### src/rtl/stt_ram.sv
// ----------------------------------------------------------------------------
// stt_ram
// Generic simple dual-port RAM: one write port, one read port, registered read.
// ----------------------------------------------------------------------------
module stt_ram #(
  parameter int WIDTH = 8,
  parameter int DEPTH = 16
) (
  input  logic                     clk,
  input  logic                     wr_en,
  input  logic [$clog2(DEPTH)-1:0] wr_addr,
  input  logic [WIDTH-1:0]         wr_data,
  input  logic                     rd_en,
  input  logic [$clog2(DEPTH)-1:0] rd_addr,
  output logic [WIDTH-1:0]         rd_data
);

  logic [WIDTH-1:0] mem [DEPTH];

  // write port
  always_ff @(posedge clk) begin
    if (wr_en) begin
      mem[wr_addr] <= wr_data;
    end
  end

  // registered read port
  always_ff @(posedge clk) begin
    if (rd_en) begin
      rd_data <= mem[rd_addr];
    end
  end

endmodule

### config.mk
export PLATFORM = sky130hd
export DESIGN_NAME = stt_ram
export DESIGN_NICKNAME = d
export VERILOG_FILES = /design/src/rtl/stt_ram.sv
export SDC_FILE = /design/constraint.sdc
export NUM_CORES = 1
export LEC_CHECK = 0
export BUFFER_PORTS_ARGS = -buffer_cell sky130_fd_sc_hd__buf_2
export CAP_MARGIN = 20
export CORE_UTILIZATION = 43
export CTS_CLUSTER_SIZE = 14
export DETAILED_ROUTE_END_ITERATION = 7
export PLACE_DENSITY_LB_ADDON = 0.15
export SYNTH_ARGS = -nofsm -noshare
export SYNTH_HDL_FRONTEND = slang
export SYNTH_SLANG_ARGS = --single-unit
### constraint.sdc
create_clock -name clk -period 1.8 [get_ports clk]
set_clock_uncertainty 0.1 [all_clocks]
set_input_delay 0.18 -clock clk [delete_from_list [all_inputs] [get_ports clk]]
set_output_delay 0.18 -clock clk [all_outputs]
set_load 0.02 [all_outputs]
==> impl_metrics.tcl, run 1 <==
set metrics [dict create \
    path_buf_inv 0 \
    path_cells "mux4_2, a22oi_1, nand2_1" \
    synth_nets 248 \
    routabilityCongestion 0.681 \
    cts_hold_buffers 0 \
    report.final.hold_viol_count 0 \
    track_usage_pct 17.4 \
    grt_max_degree 21 \
    total_leakage_power_uw 0.00217 \
    nets 311 \
    antenna_found_initial 0 \
    route.detailed.drc 2 \
    initial_core_util_pct 45.0 \
    yosysSeqAreaShare_pct 78.1 \
    relSlewSlack_pct 75.0 \
    insertion_delay_ns 0.42 \
    synth_seq_cells 136 \
    first_pass_iters 6 \
    ys_types 18 \
    die_w_um 112 \
    pin_count 27 \
    cts_tree "built" \
    period_share_pct 87.8 \
    p_per_area_nw_per_um2 1180 \
    yosys_warnings 0 \
    ff2ff_path_depth 3 \
    dp_slack_ns -0.103 \
    final_layout_size_suffix_gt1_share_pct 32.5 \
    netSwitchingFraction_pct 19.0 \
    hold_start "rd_en" \
    grt-ovfl-total 0 \
    core_um2 11600 \
    violations "design-rule violations" \
    worstSetupStartpointType "flop" \
    cts_buffers 17 \
    dp_cells 416 \
    die_height_um 112 \
    first_iter_violations 220 \
    fin_util_pct 54.3 \
    clock_path_buffers 2 \
    fin_ws_ns 0.219 \
    fmax_ghz 0.632 \
    ir_drop_mv 0.597 \
    sequentialPowerShare_pct 48.3 \
    hold_end "rd_data[1]$_DFFE_PP_" \
    grt_pass1_vias 2576 \
    syn_inst 229 \
    cts_resized 0 \
    cts_setup_buffers 0 \
    slowest_delay_ns 0.47 \
    min_path_type "input port to flop" \
    endpoint_kind "flop" \
    synth.area.top_cells "edfxtp_1 (78%), mux4_2 (7.8%), mux4_1 (7.0%), a22oi_1 (2.3%), nor2_1 (0.93%)" \
    min_period_ns 1.58 \
    via_count 2457 \
    h-tree-depth 4 \
    rows 39 \
    cp.arrival_ns 1.63 \
    io_buffers 26 \
    cpMaxStageDelayCell "mux4_2" \
    internal_power_uw 6010 \
    viasPerCell 5.48 \
    grt_pass1_wl_mm 15.2 \
    power.net_switching_uw 1410 \
    power_frac_clock_pct 46.8 \
    layout_commonest_cell "edfxtp_1" \
    wl_per_cell_um 21.6 \
    whs_path_depth 1 \
    cp_max_fo 1 \
    diodes 0 \
    dieArea_um2 12600 \
    clk_pin_slew_ns 0.05 \
    syn_area_per_cell_um2 22.8 \
    cp.required_ns 1.85 \
    crit_type "flop to flop" \
    worst_pin_slew_ns 0.375 \
    synth_top_cell_area_share_pct 78.1 \
    antenna_left 0 \
    stdcell_count 448 \
    crit_family "multiplexers" \
    r2r_slack_ns 0.22 \
    maxCapViolations 0 \
    synth.largest_area_cell "edfxtp_1" \
    power_frac_comb_pct 4.9 \
    syn-cell-area_um2 5230 \
    finalMaxSlewViolations 0 \
    hpwl_mm 6.36 \
    area_growth_pct 20.6 \
    drt-total-wl_mm 9.70 \
    r2r_start "mem[3][7]$_DFFE_PP_" \
    status "finished, violations left" \
    rsz0062_at_grt "no" \
    final_cell_mix "edfxtp_1 (136), buf_2 (26), buf_4 (24), mux4_2 (18), clkbuf_16 (17)" \
    clockRootBuffer "clkbuf_16" \
    r2r_end "rd_data[7]$_DFFE_PP_" \
    finalSetupViolations 0 \
    cts.sinks 136 \
]
==> logic make-up after synthesis <==
group                  synth area share, %
AO/OA/AOI/OAI                         2.30
multiplexers                          14.8
AND/OR/NAND/NOR                       3.14
buffers and inverters                 1.65
flip-flops                            78.1
==> stage by stage <==
stage	cell area, um2	hold slack [ns]	power, uW	TNS, ns
after floorplan	5230	0.179	3850	0
after global placement	5710	0.457	4010	-0.255
after detailed placement	5710	0.461	4020	-0.307
after CTS	6300	0.0249	7490	0
after global routing	6300	0.0299	7630	0
final	6300	0.0329	7430	0
==> Yosys cell counts, drive strengths merged <==
cell,instances
nand2,9
or3b,1
and2b,1
buf,7
and2,1
nor2b,1
nor3,4
mux4,32
nand3b,2
edfxtp,136
nor2,13
a22oi,16
nand3,1
clkdlybuf4s25,3
nand2b,2
==> how the worst max path moves through the flow <==
stage	start	end	cells past startpoint	slack, ns
2_1_floorplan	wr_addr[2]	mem[0][0]$_DFFE_PP_	2	0.03
3_3_place_gp	rd_addr[0]	rd_data[1]$_DFFE_PP_	6	-0.09
3_5_place_dp	rd_addr[0]	rd_data[1]$_DFFE_PP_	6	-0.10
4_1_cts	mem[2][7]$_DFFE_PP_	rd_data[7]$_DFFE_PP_	3	0.17
5_1_grt	mem[0][7]$_DFFE_PP_	rd_data[7]$_DFFE_PP_	3	0.14
6_report	mem[3][7]$_DFFE_PP_	rd_data[7]$_DFFE_PP_	3	0.22
==> layout make-up <==
type | count | area [um2]
fill | 893 | 5310
clock buffer | 20 | 437
tap | 143 | 179
sequential | 136 | 4080
timing repair buffer | 54 | 390
clock inverter | 12 | 156
multi-input combinational | 83 | 1060
==> flip-flops by register name (all words and copies together), names as in the netlist <==
name / count
rd_data: 8
mem: 128
==> routing by layer <==
layer	GRT usage [%]	vias to the layer above	share of wire (%)
met1	23.5	1277	47
met2	26.3	53	48
met4	8.18	0	1.8
met5	0	-	0
li1	-	1109	-
met3	5.08	18	3.4
==> power groups by stage <==
stage | registers, uW | clock network [uW] | logic, uW
finish | 3590 | 3480 | 362
global route | 3590 | 3640 | 397
CTS | 3590 | 3540 | 371
detailed placement | 3650 | 0 | 370
global placement | 3650 | 0 | 365
floorplan | 3670 | 0 | 180
Note: power is estimated with default switching activity, not from simulation.
==> run 2, diff against run 1 <==
--- a/config.mk
+++ b/config.mk
@@ -5,6 +5,7 @@
 export SDC_FILE = /design/constraint.sdc
 export NUM_CORES = 1
 export LEC_CHECK = 0
+export ABC_AREA = 1
 export BUFFER_PORTS_ARGS = -buffer_cell sky130_fd_sc_hd__buf_2
 export CAP_MARGIN = 20
 export CORE_UTILIZATION = 43
==> run 2 against run 1 <==
  * The flow now finishes without violations
  * Final cell count is 75% higher
  * Sequential cell count did not move
  * Combinational power is 25% higher
  * Register-to-register slack improved by 0.35 ns
  * Hold slack gained 0.018 ns
  * Count of clock-buffer cells in the layout is the same
  * Via count is 54% higher
  * Largest power group unchanged
  * Fmax up 23%
  * Critical path depth down 2
  * Critical endpoint is now rd_data[1]
==> impl_metrics.tcl, run 2 <==
set metrics [dict create \
    cts_setup_buffers 0 \
    cp.required_ns 1.52 \
    synth.area.top_cells "edfxtp_1 (70%), nand2_1 (11%), nand3_1 (8.3%), inv_1 (6.4%), buf_6 (1.2%)" \
    r2r_start "mem[15][1]$_DFFE_PP_" \
    cp_max_fo 1 \
    clockRootBuffer "clkbuf_16" \
    core_um2 13200 \
    worst_pin_slew_ns 0.612 \
    track_usage_pct 20.7 \
    synth.largest_area_cell "edfxtp_1" \
    dieArea_um2 14100 \
    h-tree-depth 4 \
    yosysSeqAreaShare_pct 69.8 \
    final_cell_mix "nand2_1 (173), edfxtp_1 (136), inv_1 (100), nand3_1 (97), buf_2 (26)" \
    diodes 0 \
    r2r_slack_ns 0.57 \
    cts_hold_buffers 0 \
    dr_wl_met2_mm 6.17 \
    clk_pin_slew_ns 0.05 \
    route.detailed.drc 0 \
    antenna_left 0 \
    top_regs "mem (128), rd_data (8)" \
    whs_path_depth 1 \
    syn_inst 551 \
    via_count 3792 \
    first_pass_iters 5 \
    synth_top_family_by_area "simple AND/OR/NAND/NOR gates" \
    synth-adder-area-share_pct 0 \
    largest_reg_flops 128 \
    synth_top_cell_area_share_pct 69.8 \
    muxShareOfSynthArea_pct 0 \
    ir_drop_mv 0.472 \
    wl_per_cell_um 17.2 \
    synth-edff-count 136 \
    wl_met3_um 892 \
    synth-xor-area-share_pct 0 \
    nets 615 \
    crit_family "flip-flops" \
    internal_power_uw 5700 \
    initial_core_util_pct 44.2 \
    synth_nets 570 \
    hold_end "rd_data[4]$_DFFE_PP_" \
    pin_count 27 \
    setup_tns_ns 0 \
    final_area_um2 6780 \
    min_period_ns 1.28 \
    hold_start "rd_en" \
    period_share_pct 71.3 \
    async_reset_ff_share_pct 0 \
    io_buffers 26 \
    endpoint_kind "output pin" \
    p_per_area_nw_per_um2 1070 \
    rsz0062_at_grt "no" \
    cts_resized 0 \
    fmax_ghz 0.780 \
    crit_type "flop to output pin" \
    r2r_end "rd_data[1]$_DFFE_PP_" \
    largest-register "mem" \
    synth_compound_area_share_pct 0 \
    wl_met1_mm 6.12 \
    cts_buffers 17 \
    ff2ff_path_depth 6 \
    syn_area_per_cell_um2 10.6 \
    synth.most_common_cell "nand2_1" \
    synth_flop_cell "edfxtp_1" \
    clock_path_buffers 2 \
    power_frac_clock_pct 44.2 \
    path_cells "buf_2" \
    die_w_um 119 \
    relSlewSlack_pct 59.1 \
    yosys_warnings 0 \
    grt_pass1_vias 3625 \
    worstSetupStartpointType "flop" \
    netlist_top_cells_count "nand2_1 (173), edfxtp_1 (136), inv_1 (100)" \
    area_growth_pct 16.0 \
    power_frac_comb_pct 6.3 \
    first_iter_violations 350 \
    synth-simple-area-share_pct 20.8 \
    die_height_um 119 \
    cts.sinks 136 \
    min_path_type "input port to flop" \
    grt_max_degree 65 \
    crit_path_start "rd_data[1]$_DFFE_PP_" \
    grt-ovfl-total 0 \
    report.final.hold_viol_count 0 \
    cts_tree "built" \
    syn-cell-area_um2 5850 \
    routabilityCongestion 0.769 \
    synth_seq_cells 136 \
    maxCapViolations 0 \
    placed_area_um2 6240 \
    maxUsedRoutingLayer "met4" \
    antenna_found_initial 0 \
    layout_commonest_cell "nand2_1" \
    finalSetupViolations 0 \
    rows 42 \
    final_layout_size_suffix_gt1_share_pct 12.5 \
    total_leakage_power_uw 0.00293 \
    ys_types 11 \
    insertion_delay_ns 0.41 \
    slowest_delay_ns 0.41 \
    sequentialPowerShare_pct 49.5 \
    cpMaxStageDelayCell "edfxtp_1" \
    drt-total-wl_mm 13.5 \
    hpwl_mm 8.35 \
    power.net_switching_uw 1540 \
    path_buf_inv 1 \
    grt_pass1_wl_mm 21.2 \
    viasPerCell 4.83 \
    status "finished, final reports clean" \
    cp.arrival_ns 1.00 \
    finalMaxSlewViolations 0 \
    netSwitchingFraction_pct 21.3 \
]
-- run 2: cell families after synthesis --
group / count (synthesis)
and+or+nand+nor: 289
DFF: 136
buffers and inverters: 126
-- run 2: power groups by stage --
stage               logic, uW  clock network, uW  registers, uW
floorplan                 250                  0           3670
global placement          455                  0           3660
detailed placement        457                  0           3660
CTS                       460               3230           3590
global route              504               3410           3590
finish                    454               3200           3590
-- run 2: cell type report --
class	instances	area [um2]
clock buffers	20	437
clock inverters	12	109
inverters	102	383
fillers	1218	6460
multi-input cells	289	1210
well taps	176	220
flip-flops and latches	136	4080
repair buffers	50	335
-- run 2: worst max path at each step --
stage | end | slack, ns | cells past startpoint
after CTS | rd_data[1] | 0.50 | 1
final | rd_data[1] | 0.52 | 1
after global routing | rd_data[7]$_DFFE_PP_ | 0.49 | 6
after floorplan | mem[10][0]$_DFFE_PP_ | 0.57 | 2
after detailed placement | rd_data[2]$_DFFE_PP_ | 0.27 | 6
after global placement | rd_data[7]$_DFFE_PP_ | 0.29 | 8
-- run 2: routing by layer --
metal,track usage [%],vias to the layer above
li1,-,1872
met1,28.9,1770
met2,31.0,133
met3,5.26,17
met4,8.07,0
met5,0,-
-- run 2: per-stage QoR --
| step | util (%) | std cells | power [uW] | hold WS [ns] | worst slack (ns) |
|---|---|---|---|---|---|
| after detailed placement | 47.1 | 753 | 4110 | 0.467 | 0.273 |
| after CTS | 51.2 | 785 | 7290 | 0.0422 | 0.503 |
| after floorplan | - | 551 | 3920 | 0.179 | 0.569 |
| after global routing | 51.2 | 785 | 7510 | 0.0396 | 0.485 |
| final | 51.2 | 785 | 7250 | 0.0507 | 0.517 |
| after global placement | 47.1 | 753 | 4110 | 0.473 | 0.287 |
==> run 3, diff against run 2 <==
==> constraint.sdc (replaced) <==
create_clock -name clk -period 1.26 [get_ports clk]
set_clock_uncertainty 0.1 [all_clocks]
set_input_delay 0.126 -clock clk [delete_from_list [all_inputs] [get_ports clk]]
set_output_delay 0.126 -clock clk [all_outputs]
set_load 0.02 [all_outputs]
==> run 3 against run 2 <==
  * Non-clock buffer count increased by 9
  * Count of clock-buffer cells in the layout rose by 1
  * First-iteration DRC count is 18% lower
  * Clock power is 34% higher
  * Combinational power up 59%
  * Final cell count rose by 0.64%
  * Cell area is 2.5% higher
  * Global-route usage shrank 0.37 points
  * Die area did not move
  * Via count is 0.71% higher
==> impl_metrics.tcl, run 3 (synthesis results as in run 2) <==
set metrics [dict create \
    status "finished, final reports clean" \
    h-tree-depth 4 \
    hold_start "wr_data[3]" \
    wl_per_cell_um 16.9 \
    min_period_ns 1.23 \
    internal_power_uw 7970 \
    grt_pass1_wl_mm 20.5 \
    ir_drop_mv 0.858 \
    r2r_start "mem[14][4]$_DFFE_PP_" \
    largest_reg_flops 128 \
    period_share_pct 97.6 \
    cts_buffers 17 \
    power.net_switching_uw 2180 \
    maxCapViolations 0 \
    viasPerCell 4.83 \
    final_cell_mix "nand2_1 (173), edfxtp_1 (136), inv_1 (100), nand3_1 (80), buf_4 (26)" \
    diodes 0 \
    worstSetupStartpointType "flop" \
    netSwitchingFraction_pct 21.5 \
    power_frac_clock_pct 42.3 \
    crit_path_start "rd_data[2]$_DFFE_PP_" \
    total_leakage_power_uw 0.00301 \
    stdcell_count 790 \
    finalSetupViolations 0 \
    nets 624 \
    clockRootBuffer "clkbuf_16" \
    dp_cells 761 \
    p_per_area_nw_per_um2 1460 \
    clk_pin_slew_ns 0.05 \
    crit_family "flip-flops" \
    report.final.hold_viol_count 0 \
    first_iter_violations 287 \
    cts_setup_buffers 0 \
    grt-ovfl-total 0 \
    cts_tree "built" \
    path_cells "buf_6" \
    pin_count 27 \
    rows 42 \
    dieArea_um2 14100 \
    hpwl_mm 8.60 \
    fin_ws_ns 0.0304 \
    layout_commonest_cell "nand2_1" \
    grt_max_degree 60 \
    relSlewSlack_pct 73.0 \
    fmax_ghz 0.813 \
    cpMaxStageDelayCell "edfxtp_1" \
    area_growth_pct 18.9 \
    dp_slack_ns -0.260 \
    largest-register "mem" \
    final_layout_size_suffix_gt1_share_pct 16.1 \
    via_count 3819 \
    clock_path_buffers 2 \
    io_buffers 26 \
    antenna_left 0 \
    routabilityCongestion 0.808 \
    die_w_um 119 \
    worst_pin_slew_ns 0.405 \
    grt_pass1_vias 3580 \
    top_regs "mem (128), rd_data (8)" \
    slowest_delay_ns 0.43 \
    drt-total-wl_mm 13.4 \
    track_usage_pct 20.3 \
    path_buf_inv 1 \
    min_path_type "input port to flop" \
    cts.sinks 136 \
    endpoint_kind "output pin" \
    finalMaxSlewViolations 0 \
    sequentialPowerShare_pct 50.6 \
    crit_type "flop to output pin" \
    fin_util_pct 52.5 \
    power_frac_comb_pct 7.1 \
    first_pass_iters 4 \
    core_um2 13200 \
    setup_tns_ns 0 \
    cp.arrival_ns 1.00 \
    cp.required_ns 1.03 \
    cp_max_fo 1 \
    antenna_found_initial 0 \
    die_height_um 119 \
    initial_core_util_pct 44.2 \
    insertion_delay_ns 0.42 \
    route.detailed.drc 0 \
]
-- run 3: cell count changes in the layout (fill, tap and decap cells not counted), sizes merged --
cell and delta:
buf +8, dlygate4sd3 +1, clkbuf +1, clkinvlp -2, clkinv -2, bufinv -1
-- run 3: per-stage QoR --
stage,instance area [um2],hold WS [ns],power [uW]
2_1_floorplan,5850,0.125,5600
3_3_place_gp,6350,0.425,5910
3_5_place_dp,6350,0.430,5920
4_1_cts,6880,0.0306,10200
5_1_grt,6950,0.0325,10500
6_report,6950,0.0380,10100
-- run 3: layer usage --
metal / GRT usage (%) / vias to the layer above / wire [um]
li1: - / 1887 / -
met1: 29.2 / 1837 / 6590
met2: 29.8 / 77 / 6140
met3: 4.10 / 18 / 428
met4: 9.18 / 0 / 208
met5: 0 / - / 0
-- run 3: power by group through the flow --
stage / Clock (uW) / Combinational [uW] / Sequential (uW)
after CTS: 4370 / 711 / 5130
after global placement: 0 / 688 / 5220
after detailed placement: 0 / 697 / 5220
after global routing: 4520 / 793 / 5140
final: 4300 / 722 / 5130
after floorplan: 0 / 357 / 5240
-- run 3: what timing repair did --
action / 4_1_cts / 5_1_grt
hold buffers: 1 / 0
cloned: 0 / 0
pin swaps: 0 / 1
gates resized for setup: 6 / 15
endpoints found under the setup margin: 4 / 6
hold endpoints to repair: 8 / 0
-- run 3: final cells by class --
class / count / area, um2
clock buffer: 21 / 440
clock inverter: 7 / 57.6
fill: 1214 / 6290
inverter: 102 / 383
multi-input combinational: 289 / 1300
sequential: 136 / 4080
tap: 176 / 220
timing repair buffer: 59 / 468
-- run 3: worst paths after layout --
path              cells after the start                    to  slack [ns]
setup / recovery                      1            rd_data[2]        0.03
hold / removal                        1  mem[14][3]$_DFFE_PP_        0.04
setup reg to reg                      6  rd_data[4]$_DFFE_PP_        0.04
hold reg to reg                       6  rd_data[3]$_DFFE_PP_        0.65
